### src/hdl/srg_pkg.sv
// types and constants of the scheduled ramp generator
// no dependencies
`timescale 1ns / 1ps

package srg_pkg;

	localparam int VAL_W = 48;
	localparam int MAG_W = 49;
	localparam int MPS_W = 24;
	localparam logic [MPS_W-1:0] MPS_RESET = 24'd1365;
	localparam int FIFO_DEPTH = 2;

	localparam logic [1:0] MODE_TICK = 2'd0;
	localparam logic [1:0] MODE_SCHED = 2'd1;
	localparam logic [1:0] MODE_STOP = 2'd2;

	typedef enum logic [1:0] {
		CMD_TICK,
		CMD_SCHED,
		CMD_JUMP,
		CMD_STOP
	} cmd_kind_t;

	typedef struct packed {
		cmd_kind_t kind;
		logic signed [31:0] target;
		logic [30:0] ramp;
		logic [30:0] delay;
	} cmd_t;

	typedef struct packed {
		logic full;
		logic empty;
	} fifo_stat_t;

	typedef enum logic [1:0] {
		MD_IDLE,
		MD_MUL,
		MD_DIV
	} md_state_t;

	typedef enum logic [3:0] {
		BK_IDLE,
		BK_EXEC,
		BK_SEND,
		BK_SRCH,
		BK_SCMP,
		BK_TCHK,
		BK_TRD,
		BK_TSEG,
		BK_TS1,
		BK_TW1,
		BK_TS2,
		BK_TW2,
		BK_TPOP,
		BK_TEND,
		BK_TOUT
	} bk_state_t;

endpackage

### src/hdl/scheduled_ramp_generator.sv
// Scheduled ramp generator. A sample tick (mode 0) produces one output word
// after all segments starting inside that sample period have been applied;
// scheduling (mode 1) and stop (mode 2) words produce no output. A tick steps
// through the back-end states IDLE, EXEC, TCHK, TRD (when segments are
// pending), TEND and TOUT, plus any wait for the output register to free up;
// each segment with a nonzero ramp that starts in the tick adds two passes of
// the serial multiply-divide unit and its bookkeeping. A schedule word walks
// the pending store one entry at a time, a search step then a compare step.
// A two-word queue lets input words be taken while the back end works and
// while an output word waits. No clearing pass is needed after reset.
// depends on srg_pkg, srg_front, srg_fifo, srg_back
`timescale 1ns / 1ps

module scheduled_ramp_generator #(
	parameter int MAX_SEGMENTS = 16,
	parameter int TIME_WIDTH = 48
) (
	input  logic               clk,
	input  logic               arst_n,
	input  logic               cfg_we,
	input  logic [23:0]        cfg_wdata,
	input  logic               in_valid,
	output logic               in_stall,
	input  logic [1:0]         mode,
	input  logic signed [31:0] target_value,
	input  logic signed [31:0] ramp_time,
	input  logic signed [31:0] delay_time,
	output logic               out_valid,
	input  logic               out_stall,
	output logic signed [31:0] sample_value,
	output logic               ramping,
	output logic               overflow
);

	import srg_pkg::*;

	logic [MPS_W-1:0] mps_q;
	fifo_stat_t fifo_stat;
	cmd_t push_cmd, head_cmd;
	logic push, pop;

	always_ff @(posedge clk or negedge arst_n) begin
		if (!arst_n) begin
			mps_q <= MPS_RESET;
		end else if (cfg_we) begin
			mps_q <= cfg_wdata;
		end
	end

	srg_front u_front (
		.in_valid(in_valid),
		.in_stall(in_stall),
		.mode(mode),
		.target_value(target_value),
		.ramp_time(ramp_time),
		.delay_time(delay_time),
		.fifo_stat(fifo_stat),
		.push(push),
		.push_cmd(push_cmd)
	);

	srg_fifo u_fifo (
		.clk(clk),
		.arst_n(arst_n),
		.push(push),
		.push_cmd(push_cmd),
		.pop(pop),
		.head_cmd(head_cmd),
		.stat(fifo_stat)
	);

	srg_back #(.MAX_SEGMENTS(MAX_SEGMENTS), .TIME_WIDTH(TIME_WIDTH)) u_back (
		.clk(clk),
		.arst_n(arst_n),
		.ms_per_sample(mps_q),
		.head_cmd(head_cmd),
		.fifo_stat(fifo_stat),
		.pop(pop),
		.out_valid(out_valid),
		.out_stall(out_stall),
		.sample_value(sample_value),
		.ramping(ramping),
		.overflow(overflow)
	);

endmodule

### src/hdl/srg_ram.sv
// generic simple dual port ram with registered read
// no dependencies
`timescale 1ns / 1ps

module srg_ram #(
	parameter int WIDTH = 8,
	parameter int DEPTH = 16
) (
	input  logic                     clk,
	input  logic                     we,
	input  logic [$clog2(DEPTH)-1:0] waddr,
	input  logic [WIDTH-1:0]         wdata,
	input  logic [$clog2(DEPTH)-1:0] raddr,
	output logic [WIDTH-1:0]         rdata
);

	logic [WIDTH-1:0] mem_q [DEPTH];
	logic [WIDTH-1:0] rdata_q;

	always_ff @(posedge clk) begin
		if (we) begin
			mem_q[waddr] <= wdata;
		end
		rdata_q <= mem_q[raddr];
	end

	assign rdata = rdata_q;

endmodule

### src/hdl/srg_front.sv
// front end: accepts input words, decodes mode and clamps times
// depends on srg_pkg
`timescale 1ns / 1ps

module srg_front (
	input  logic                in_valid,
	output logic                in_stall,
	input  logic [1:0]          mode,
	input  logic signed [31:0]  target_value,
	input  logic signed [31:0]  ramp_time,
	input  logic signed [31:0]  delay_time,
	input  srg_pkg::fifo_stat_t fifo_stat,
	output logic                push,
	output srg_pkg::cmd_t       push_cmd
);

	import srg_pkg::*;

	logic known;

	assign in_stall = fifo_stat.full;

	always_comb begin
		known = 1'b1;
		push_cmd.target = target_value;
		push_cmd.ramp = ramp_time[31] ? 31'd0 : ramp_time[30:0];
		push_cmd.delay = delay_time[31] ? 31'd0 : delay_time[30:0];
		case (mode)
			MODE_TICK:  push_cmd.kind = CMD_TICK;
			MODE_SCHED: push_cmd.kind = delay_time[31] ? CMD_JUMP : CMD_SCHED;
			MODE_STOP:  push_cmd.kind = CMD_STOP;
			default: begin
				push_cmd.kind = CMD_STOP;
				known = 1'b0;
			end
		endcase
	end

	// unused mode is taken and dropped
	assign push = in_valid && !fifo_stat.full && known;

endmodule

### src/hdl/srg_fifo.sv
// short command queue between front and back end
// depends on srg_pkg
`timescale 1ns / 1ps

module srg_fifo (
	input  logic                clk,
	input  logic                arst_n,
	input  logic                push,
	input  srg_pkg::cmd_t       push_cmd,
	input  logic                pop,
	output srg_pkg::cmd_t       head_cmd,
	output srg_pkg::fifo_stat_t stat
);

	import srg_pkg::*;

	cmd_t mem_q [FIFO_DEPTH];
	logic [$clog2(FIFO_DEPTH)-1:0] wr_q, rd_q;
	logic [$clog2(FIFO_DEPTH+1)-1:0] cnt_q;
	logic do_push, do_pop;

	assign stat.full = (cnt_q == FIFO_DEPTH[$clog2(FIFO_DEPTH+1)-1:0]);
	assign stat.empty = (cnt_q == '0);
	assign do_push = push && !stat.full;
	assign do_pop = pop && !stat.empty;
	assign head_cmd = mem_q[rd_q];

	always_ff @(posedge clk) begin
		if (do_push) begin
			mem_q[wr_q] <= push_cmd;
		end
	end

	always_ff @(posedge clk or negedge arst_n) begin
		if (!arst_n) begin
			wr_q <= '0;
			rd_q <= '0;
			cnt_q <= '0;
		end else begin
			if (do_push) begin
				wr_q <= wr_q + 1'b1;
			end
			if (do_pop) begin
				rd_q <= rd_q + 1'b1;
			end
			if (do_push && !do_pop) begin
				cnt_q <= cnt_q + 1'b1;
			end else if (do_pop && !do_push) begin
				cnt_q <= cnt_q - 1'b1;
			end
		end
	end

endmodule

### src/hdl/srg_mdiv.sv
// serial multiply then divide: min(floor(mag * num / den), 2^48)
// shift-add multiply, then restoring division one bit per cycle; depends on srg_pkg
`timescale 1ns / 1ps

module srg_mdiv #(
	parameter int TIME_WIDTH = 48
) (
	input  logic                     clk,
	input  logic                     arst_n,
	input  logic                     start,
	input  logic [srg_pkg::MAG_W-1:0] mag,
	input  logic [TIME_WIDTH-1:0]    num,
	input  logic [TIME_WIDTH-1:0]    den,
	output logic                     done,
	output logic [srg_pkg::MAG_W-1:0] quot
);

	import srg_pkg::*;

	localparam int TW = TIME_WIDTH;
	localparam int PW = MAG_W + TW;
	localparam int NW = $clog2(PW + 1);
	localparam logic [MAG_W:0] QLIM = {2'b01, {(MAG_W-1){1'b0}}};

	md_state_t state_q, state_d;
	logic [PW:0] prod_q;
	logic [TW-1:0] den_q, rem_q;
	logic [MAG_W-1:0] mag_q;
	logic [MAG_W:0] q_q;
	logic big_q;
	logic done_q;
	logic [NW-1:0] cnt_q;
	logic [MAG_W:0] hi_sum;
	logic [TW:0] rs;
	logic [TW:0] rdiff;
	logic last;

	assign hi_sum = prod_q[PW:TW] + (prod_q[0] ? {1'b0, mag_q} : '0);
	assign rs = {rem_q, prod_q[PW-1]};
	assign rdiff = rs - {1'b0, den_q};
	assign last = (cnt_q == '0);

	always_comb begin
		state_d = state_q;
		case (state_q)
			MD_IDLE: if (start) state_d = MD_MUL;
			MD_MUL:  if (last) state_d = MD_DIV;
			MD_DIV:  if (last) state_d = MD_IDLE;
			default: state_d = MD_IDLE;
		endcase
	end

	// quotient is complete the cycle after the last division step
	assign done = done_q;
	assign quot = (big_q || q_q > QLIM) ? QLIM[MAG_W-1:0] : q_q[MAG_W-1:0];

	always_ff @(posedge clk or negedge arst_n) begin
		if (!arst_n) begin
			state_q <= MD_IDLE;
			done_q <= 1'b0;
		end else begin
			state_q <= state_d;
			done_q <= (state_q == MD_DIV) && last;
		end
	end

	always_ff @(posedge clk) begin
		case (state_q)
			MD_IDLE: begin
				if (start) begin
					prod_q <= {{(MAG_W+1){1'b0}}, num};
					mag_q <= mag;
					den_q <= den;
					cnt_q <= NW'(TW - 1);
				end
			end
			MD_MUL: begin
				prod_q <= {1'b0, hi_sum, prod_q[TW-1:1]};
				cnt_q <= cnt_q - 1'b1;
				if (last) begin
					cnt_q <= NW'(PW - 1);
					rem_q <= '0;
					q_q <= '0;
					big_q <= 1'b0;
				end
			end
			MD_DIV: begin
				prod_q <= {prod_q[PW-1:0], 1'b0};
				cnt_q <= cnt_q - 1'b1;
				big_q <= big_q | q_q[MAG_W];
				if (rs >= {1'b0, den_q}) begin
					rem_q <= rdiff[TW-1:0];
					q_q <= {q_q[MAG_W-1:0], 1'b1};
				end else begin
					rem_q <= rs[TW-1:0];
					q_q <= {q_q[MAG_W-1:0], 1'b0};
				end
			end
			default: begin
			end
		endcase
	end

endmodule

### src/hdl/srg_back.sv
// back end: segment store, schedule insert, per-tick segment processing
// depends on srg_pkg, srg_ram, srg_mdiv
`timescale 1ns / 1ps

module srg_back #(
	parameter int MAX_SEGMENTS = 16,
	parameter int TIME_WIDTH = 48
) (
	input  logic                        clk,
	input  logic                        arst_n,
	input  logic [srg_pkg::MPS_W-1:0]   ms_per_sample,
	input  srg_pkg::cmd_t               head_cmd,
	input  srg_pkg::fifo_stat_t         fifo_stat,
	output logic                        pop,
	output logic                        out_valid,
	input  logic                        out_stall,
	output logic signed [31:0]          sample_value,
	output logic                        ramping,
	output logic                        overflow
);

	import srg_pkg::*;

	localparam int TW = TIME_WIDTH;
	localparam int AW = $clog2(MAX_SEGMENTS);
	localparam int CW = $clog2(MAX_SEGMENTS + 1);
	localparam int EW = 2 * TW + 32;
	localparam logic [TW-1:0] TNEVER = '1;
	localparam logic [TW-1:0] TLIM = TNEVER - 1'b1;
	localparam logic [CW-1:0] CMAX = CW'(MAX_SEGMENTS);

	function automatic logic [TW-1:0] tadd(input logic [TW-1:0] a, input logic [TW-1:0] b);
		logic [TW-1:0] ac;
		logic [TW:0] s;
		ac = (a > TLIM) ? TLIM : a;
		s = {1'b0, ac} + {1'b0, b};
		return (s > {1'b0, TLIM}) ? TLIM : s[TW-1:0];
	endfunction

	function automatic logic signed [VAL_W-1:0] sat48(input logic signed [VAL_W+1:0] v);
		logic signed [VAL_W+1:0] vmax, vmin;
		vmax = {3'b000, {(VAL_W-1){1'b1}}};
		vmin = {3'b111, {(VAL_W-1){1'b0}}};
		if (v > vmax) begin
			return vmax[VAL_W-1:0];
		end else if (v < vmin) begin
			return vmin[VAL_W-1:0];
		end
		return v[VAL_W-1:0];
	endfunction

	bk_state_t state_q, state_d;
	cmd_t cmd_q;
	logic [CW-1:0] count_q, p_q;
	logic [AW-1:0] head_q;
	logic [TW-1:0] start_q, end_q, tnext_q, now_q, aet_q;
	logic [TW-1:0] seg_s_q, seg_e_q;
	logic signed [31:0] seg_t_q, at_q;
	logic signed [VAL_W-1:0] f_q, inc_q, cur_q, step_q;
	logic [MAG_W-1:0] mag_q;
	logic neg_q, ovf_q, ovf_out_q;
	logic out_valid_q, ramping_q;
	logic signed [31:0] sample_q;

	logic ram_we;
	logic [AW-1:0] ram_waddr, ram_raddr;
	logic [EW-1:0] ram_wdata, ram_rdata;
	logic [TW-1:0] rd_s, rd_e;
	logic signed [31:0] rd_t;
	logic brk;
	logic md_start, md_done;
	logic [TW-1:0] md_num;
	logic [MAG_W-1:0] md_q;
	logic signed [VAL_W+1:0] md_sq;
	logic signed [MAG_W-1:0] diff;
	logic signed [VAL_W-1:0] tgt_full;
	logic out_free;

	assign {rd_s, rd_e, rd_t} = ram_rdata;
	assign brk = (rd_s > start_q) ||
		((rd_s == start_q) && ((rd_e > rd_s) || (cmd_q.ramp == '0)));
	assign tgt_full = {seg_t_q, 16'h0000};
	assign diff = MAG_W'(tgt_full) - MAG_W'(f_q);
	assign md_sq = neg_q ? -$signed({1'b0, md_q}) : $signed({1'b0, md_q});
	assign out_free = !out_valid_q || !out_stall;

	srg_ram #(.WIDTH(EW), .DEPTH(1 << AW)) u_store (
		.clk(clk),
		.we(ram_we),
		.waddr(ram_waddr),
		.wdata(ram_wdata),
		.raddr(ram_raddr),
		.rdata(ram_rdata)
	);

	srg_mdiv #(.TIME_WIDTH(TW)) u_mdiv (
		.clk(clk),
		.arst_n(arst_n),
		.start(md_start),
		.mag(mag_q),
		.num(md_num),
		.den(seg_e_q - seg_s_q),
		.done(md_done),
		.quot(md_q)
	);

	always_comb begin
		state_d = state_q;
		case (state_q)
			BK_IDLE: if (!fifo_stat.empty) state_d = BK_EXEC;
			BK_EXEC: begin
				case (cmd_q.kind)
					CMD_TICK:  state_d = BK_TCHK;
					CMD_SCHED: state_d = BK_SEND;
					default:   state_d = BK_IDLE;
				endcase
			end
			BK_SEND: state_d = BK_SRCH;
			BK_SRCH: state_d = (p_q == count_q) ? BK_IDLE : BK_SCMP;
			BK_SCMP: state_d = brk ? BK_IDLE : BK_SRCH;
			BK_TCHK: state_d = (count_q != '0) ? BK_TRD : BK_TEND;
			BK_TRD:  state_d = (rd_s < tnext_q) ? BK_TSEG : BK_TEND;
			BK_TSEG: state_d = (seg_e_q <= seg_s_q) ? BK_TPOP : BK_TS1;
			BK_TS1:  state_d = BK_TW1;
			BK_TW1:  if (md_done) state_d = BK_TS2;
			BK_TS2:  state_d = BK_TW2;
			BK_TW2:  if (md_done) state_d = BK_TPOP;
			BK_TPOP: state_d = BK_TCHK;
			BK_TEND: state_d = BK_TOUT;
			BK_TOUT: if (out_free) state_d = BK_IDLE;
			default: state_d = BK_IDLE;
		endcase
	end

	always_comb begin
		pop = (state_q == BK_IDLE) && !fifo_stat.empty;
		ram_raddr = head_q + p_q[AW-1:0];
		ram_waddr = head_q + p_q[AW-1:0];
		ram_wdata = {start_q, end_q, cmd_q.target};
		ram_we = 1'b0;
		md_start = 1'b0;
		md_num = tnext_q - seg_s_q;
		case (state_q)
			BK_SRCH: ram_we = (p_q == count_q) && (count_q != CMAX);
			BK_SCMP: ram_we = brk;
			BK_TCHK: ram_raddr = head_q;
			BK_TS1:  md_start = 1'b1;
			BK_TS2: begin
				md_start = 1'b1;
				md_num = TW'(ms_per_sample);
			end
			default: begin
			end
		endcase
	end

	always_ff @(posedge clk or negedge arst_n) begin
		if (!arst_n) begin
			state_q <= BK_IDLE;
			count_q <= '0;
			head_q <= '0;
			cur_q <= '0;
			step_q <= '0;
			at_q <= '0;
			aet_q <= TNEVER;
			now_q <= '0;
			ovf_q <= 1'b0;
			ovf_out_q <= 1'b0;
			out_valid_q <= 1'b0;
		end else begin
			state_q <= state_d;
			if ((state_q == BK_TOUT) && out_free) begin
				out_valid_q <= 1'b1;
			end else if (out_valid_q && !out_stall) begin
				out_valid_q <= 1'b0;
			end
			case (state_q)
				BK_EXEC: begin
					case (cmd_q.kind)
						CMD_STOP: begin
							count_q <= '0;
							step_q <= '0;
							at_q <= cur_q[VAL_W-1:16];
							aet_q <= TNEVER;
						end
						CMD_JUMP: begin
							cur_q <= {cmd_q.target, 16'h0000};
							count_q <= '0;
							step_q <= '0;
							at_q <= cmd_q.target;
							aet_q <= TNEVER;
						end
						default: begin
						end
					endcase
				end
				BK_SRCH: begin
					if (p_q == count_q) begin
						if (count_q == CMAX) begin
							ovf_q <= 1'b1;
						end else begin
							count_q <= p_q + 1'b1;
						end
					end
				end
				BK_SCMP: if (brk) count_q <= p_q + 1'b1;
				BK_TPOP: begin
					at_q <= seg_t_q;
					aet_q <= seg_e_q;
					head_q <= head_q + 1'b1;
					count_q <= count_q - 1'b1;
				end
				BK_TEND: if (aet_q <= tnext_q) aet_q <= TNEVER;
				BK_TOUT: begin
					if (out_free) begin
						// flag travels with the word so later schedules cannot change it
						ovf_out_q <= ovf_q;
						cur_q <= sat48({{2{f_q[VAL_W-1]}}, f_q} +
							{{2{inc_q[VAL_W-1]}}, inc_q});
						step_q <= inc_q;
						now_q <= tnext_q;
					end
				end
				default: begin
				end
			endcase
		end
	end

	// datapath registers, no reset
	always_ff @(posedge clk) begin
		case (state_q)
			BK_IDLE: cmd_q <= head_cmd;
			BK_EXEC: begin
				start_q <= tadd(now_q, TW'(cmd_q.delay));
				p_q <= '0;
				tnext_q <= tadd(now_q, TW'(ms_per_sample));
				f_q <= cur_q;
				inc_q <= step_q;
			end
			BK_SEND: end_q <= tadd(start_q, TW'(cmd_q.ramp));
			BK_SCMP: if (!brk) p_q <= p_q + 1'b1;
			BK_TRD: begin
				seg_s_q <= rd_s;
				seg_e_q <= rd_e;
				seg_t_q <= rd_t;
				// previous ramp already over by the end of this sample period
				if (rd_s < tnext_q && aet_q <= tnext_q) begin
					f_q <= {at_q, 16'h0000};
					inc_q <= '0;
				end
			end
			BK_TSEG: begin
				neg_q <= diff[MAG_W-1];
				mag_q <= diff[MAG_W-1] ? MAG_W'(-diff) : MAG_W'(diff);
				if (seg_e_q <= seg_s_q) begin
					f_q <= tgt_full;
					inc_q <= '0;
				end
			end
			BK_TW1: begin
				if (md_done) begin
					f_q <= sat48({{2{f_q[VAL_W-1]}}, f_q} + md_sq);
				end
			end
			BK_TW2: if (md_done) inc_q <= sat48(md_sq);
			BK_TEND: begin
				if (aet_q <= tnext_q) begin
					f_q <= {at_q, 16'h0000};
					inc_q <= '0;
				end
			end
			BK_TOUT: begin
				if (out_free) begin
					sample_q <= f_q[VAL_W-1:16];
					ramping_q <= (count_q != '0) || (aet_q != TNEVER);
				end
			end
			default: begin
			end
		endcase
	end

	assign out_valid = out_valid_q;
	assign sample_value = sample_q;
	assign ramping = ramping_q;
	assign overflow = ovf_out_q;

endmodule

### config.mk
export PLATFORM = sky130hd
export DESIGN_NAME = scheduled_ramp_generator
export DESIGN_NICKNAME = d
export VERILOG_FILES = /design/src/hdl/srg_pkg.sv /design/src/hdl/scheduled_ramp_generator.sv /design/src/hdl/srg_ram.sv /design/src/hdl/srg_front.sv /design/src/hdl/srg_fifo.sv /design/src/hdl/srg_mdiv.sv /design/src/hdl/srg_back.sv
export SDC_FILE = /design/constraint.sdc
export NUM_CORES = 2
export LEC_CHECK = 0
export BUFFER_PORTS_ARGS = -buffer_cell sky130_fd_sc_hd__buf_2
export CORE_ASPECT_RATIO = 2
export CORE_UTILIZATION = 43
export CTS_CLUSTER_SIZE = 30
export DETAILED_ROUTE_END_ITERATION = 7
export HOLD_SLACK_MARGIN = 0.12
export PLACE_DENSITY = 0.6
export SKIP_CTS_REPAIR_TIMING = 1
export SYNTH_ARGS = -nofsm -noshare
export SYNTH_HDL_FRONTEND = slang
export SYNTH_SLANG_ARGS = --single-unit
### constraint.sdc
create_clock -name clk -period 18.9 [get_ports clk]
set_input_delay 1.89 -clock clk [delete_from_list [all_inputs] [get_ports clk]]
set_output_delay 1.89 -clock clk [all_outputs]
set_load 0.005 [all_outputs]
==> impl_metrics.yaml <==
status:
  status: "finished clean"
timing:
  rsz0062_at_grt: "no"
  setup_viol: 0
  fmax_mhz: 105
  drv_slew: 0
  fin_crit_sh: 0.502
  fin_tns_setup_ns: 0
  slew_headroom: 0.120
  fin_crit_ns: 9.48
  skew_ns: 0.105
  tightest_slew_ns: 1.31
  hold_violations: 0
floorplanning:
  ios: 163
  die_area_sq_um: 377000
  rows: 317
  start_util: 0.432
  coreArea_sq_um: 372000
  die_height_um: 867
  die_x_um: 435
yosys:
  muxShareOfSynthArea: 0.0913
  synth-xor-area-share: 0.0274
  synth_edf_count: 3093
  yosysMostFrequentCell: "edfxtp_1"
  synth-seq-area-share: 0.636
  yosys.area.top_type: "edfxtp_1"
  synth_compound_area_frac: 0.0991
  synthFlopType: "edfxtp_1"
  yosys-top-cells-count: "edfxtp_1, nand2_1, a21oi_1"
  synthDistinctLibCells: 118
  synth.area.top_cells: "edfxtp_1, mux4_2, ha_1"
  syn_area_per_cell_sq_um: 14.2
  synth_top_family_by_area: "compound AO/OA/AOI/OAI gates"
  yosysWarnings: 0
  synthArstFlopShare: 0.0776
  syn_inst: 11300
  netlist_area_sq_um: 161000
  ys_ff_latch: 3492
  synth_fa_ha_area_frac: 0.0489
  synth-simple-area-share: 0.0746
  synthesis.nets: 12000
  synth_top_area_frac: 0.577
power:
  total_power_w: 0.0344
  vdd_drop_max_mv: 0.265
  power_leakage_nw: 63.4
  p_per_area_nw_per_um2: 192
hold_path:
  whs_endpoint: "u_back.seg_t_q[0]$_DFFE_PP_"
  hold_path.class: "reg2reg"
  hold_start: "u_back.u_store.rdata[0]$_DFF_P_"
  hold_depth: 0
worst_setup_path:
  critPathCaptureType: "register"
  critical_path.max_fanout: 27
  crit_arrival_ns: 10.24
  crit_start: "u_back.u_mdiv.q_q[22]$_SDFFCE_PN0P_"
  r2r_slack_ns: 9.42
  r2r_start: "u_back.u_mdiv.q_q[22]$_SDFFCE_PN0P_"
  cp_slowest_cell: "o31ai_2"
  cp_data_required_time_ns: 19.66
  max_stage_delay_ns: 0.72
  critical_path_class: "reg2reg"
  startpoint_type: "register"
  r2r_cells: 29
  r2r_end: "u_back.f_q[27]$_DFFE_PP_"
finish:
  fin_util: 0.480
  final_layout_size_suffix_gt1_frac: 0.143
  final_nets: 12200
  syn_to_final_growth_pct: 11.1
grt:
  antenna_found_initial: 30
  grt_pass1_wl_mm: 718
  grt_pass1_vias: 103000
  grt_remaining_overflow: 0
  grt_start_max_net_pins: 125
  grt_usage: 0.264
placed_design:
  dp_hpwl_mm: 351
  place_congestion: 1.02
  port_buffers: 162
clock_network:
  cts_buffers: 323
  htreeDepth: 5
  clock_sinks: 3492
  cts_buffer_depth: 4
  clk_latency_ns: 1.00
  cts_tree: "built"
  root_buffer: "clkbuf_16"
  cts.clk_slew.worst_paths_ns: 0.07
drt:
  drc: 0
  drt_first_iter_violations: 7515
  totalWireLength_mm: 501
  viasPerCell: 5.89
  num_vias: 98700
  drt_first_pass_iters: 8
  drtAntennaViolNets: 0
  routedWlPerCell_um: 29.9
job:
  maxCapViolCount: 0
-- sequential cells by signal, indices dropped and copies added, names as in the netlist, 32 cells and up --
| signal | count |
|---|---|
| u_back.end_q | 48 |
| u_fifo.mem_q | 192 |
| u_back.cur_q | 48 |
| u_back.start_q | 48 |
| u_back.u_mdiv.q_q | 50 |
| u_back.u_store.mem_q | 2048 |
| u_back.now_q | 48 |
| u_back.aet_q | 48 |
| u_back.at_q | 32 |
| u_back.seg_s_q | 48 |
| u_back.inc_q | 48 |
| u_back.u_mdiv.mag_q | 49 |
| u_back.seg_t_q | 32 |
| u_back.step_q | 48 |
| u_back.mag_q | 49 |
| u_back.u_store.rdata | 128 |
| u_back.seg_e_q | 48 |
| u_back.sample_value | 32 |
| u_back.u_mdiv.rem_q | 48 |
| u_back.cmd_q | 96 |
| u_back.u_mdiv.prod_q | 98 |
| u_back.u_mdiv.den_q | 48 |
| u_back.tnext_q | 48 |
| u_back.f_q | 48 |
-- routing by layer --
layer / GRT usage / wire (um) / part of all wire
met1: 0.269 / 167000 / 0.33
met2: 0.484 / 267000 / 0.53
met3: 0.0335 / 21100 / 0.042
met4: 0.209 / 45500 / 0.091
met5: 0 / 68 / 0.00014
-- how the worst max path moves through the flow --
stage | to | slack [ns] | depth (start not counted)
CTS | u_back.f_q[28]$_DFFE_PP_ | 9.43 | 29
finish | u_back.f_q[27]$_DFFE_PP_ | 9.42 | 29
floorplan | u_fifo.cnt_q[1]$_DFFE_PN0P_ | 5.98 | 8
detailed placement | u_back.f_q[28]$_DFFE_PP_ | 9.51 | 29
global route | u_back.f_q[20]$_DFFE_PP_ | 8.88 | 29
global placement | u_back.f_q[34]$_DFFE_PP_ | 9.38 | 29
-- stage by stage --
stage,cell area [sq um],hold WS [ns],setup slack (ns),std cells
finish,179000,0.400,9.42,16700
global route,179000,0.408,8.88,16700
CTS,178000,0.402,9.43,16600
detailed placement,168000,0.389,9.51,16100
global placement,168000,0.388,9.38,16000
floorplan,161000,0.386,5.98,11300
-- worst max-delay path, delay by kind of cell (launching register included) --
kind	cells	cell delay (ns)
flops	1	0.52
compound gates	14	4.62
buf+inv	4	0.96
simple gates	9	2.65
fa+ha+maj	2	0.51
-- kinds of logic (layout without fill, tap and decap cells) --
group | Yosys count | after routing
adder cells (fa/ha/maj) | 623 | 623
multiplexers | 811 | 811
flip-flops | 3492 | 3492
buffers and inverters | 964 | 1357
AO/OA/AOI/OAI | 2475 | 2475
other | 0 | 109
AND/OR/NAND/NOR | 2432 | 2432
XOR/XNOR | 502 | 502
-- where the power goes --
part | leakage, nW | switching, W | total (W) | internal, W
Sequential | 32.6 | 0.00138 | 0.0118 | 0.0104
Combinational | 25.7 | 0.00992 | 0.0159 | 0.00594
Clock | 5.18 | 0.00302 | 0.00672 | 0.00371
-- cell usage in the layout (no fill, tap or decap), types with 168 or more instances in the layout --
cell	n
buf_4	168
xor2_1	196
a21oi_1	733
nor2b_1	260
xnor2_1	305
ha_1	612
inv_1	416
a21o_1	247
edfxtp_1	3093
nor2_1	434
nand2_1	848
clkbuf_16	328
mux4_2	512
dfrtp_1	216
o21ai_0	532
a211oi_1	192
-- area by class of cell --
class,count,area (sq um)
Fill cell,31900,194000
Sequential cell,3492,102000
Multi-Input combinational cell,6843,55300
Clock buffer,391,8520
Tap cell,4944,6190
Timing Repair Buffer,350,2480
Clock inverter,194,2090
Inverter,422,1590
Antenna cell,109,273
(Power assumes the default switching activity.)
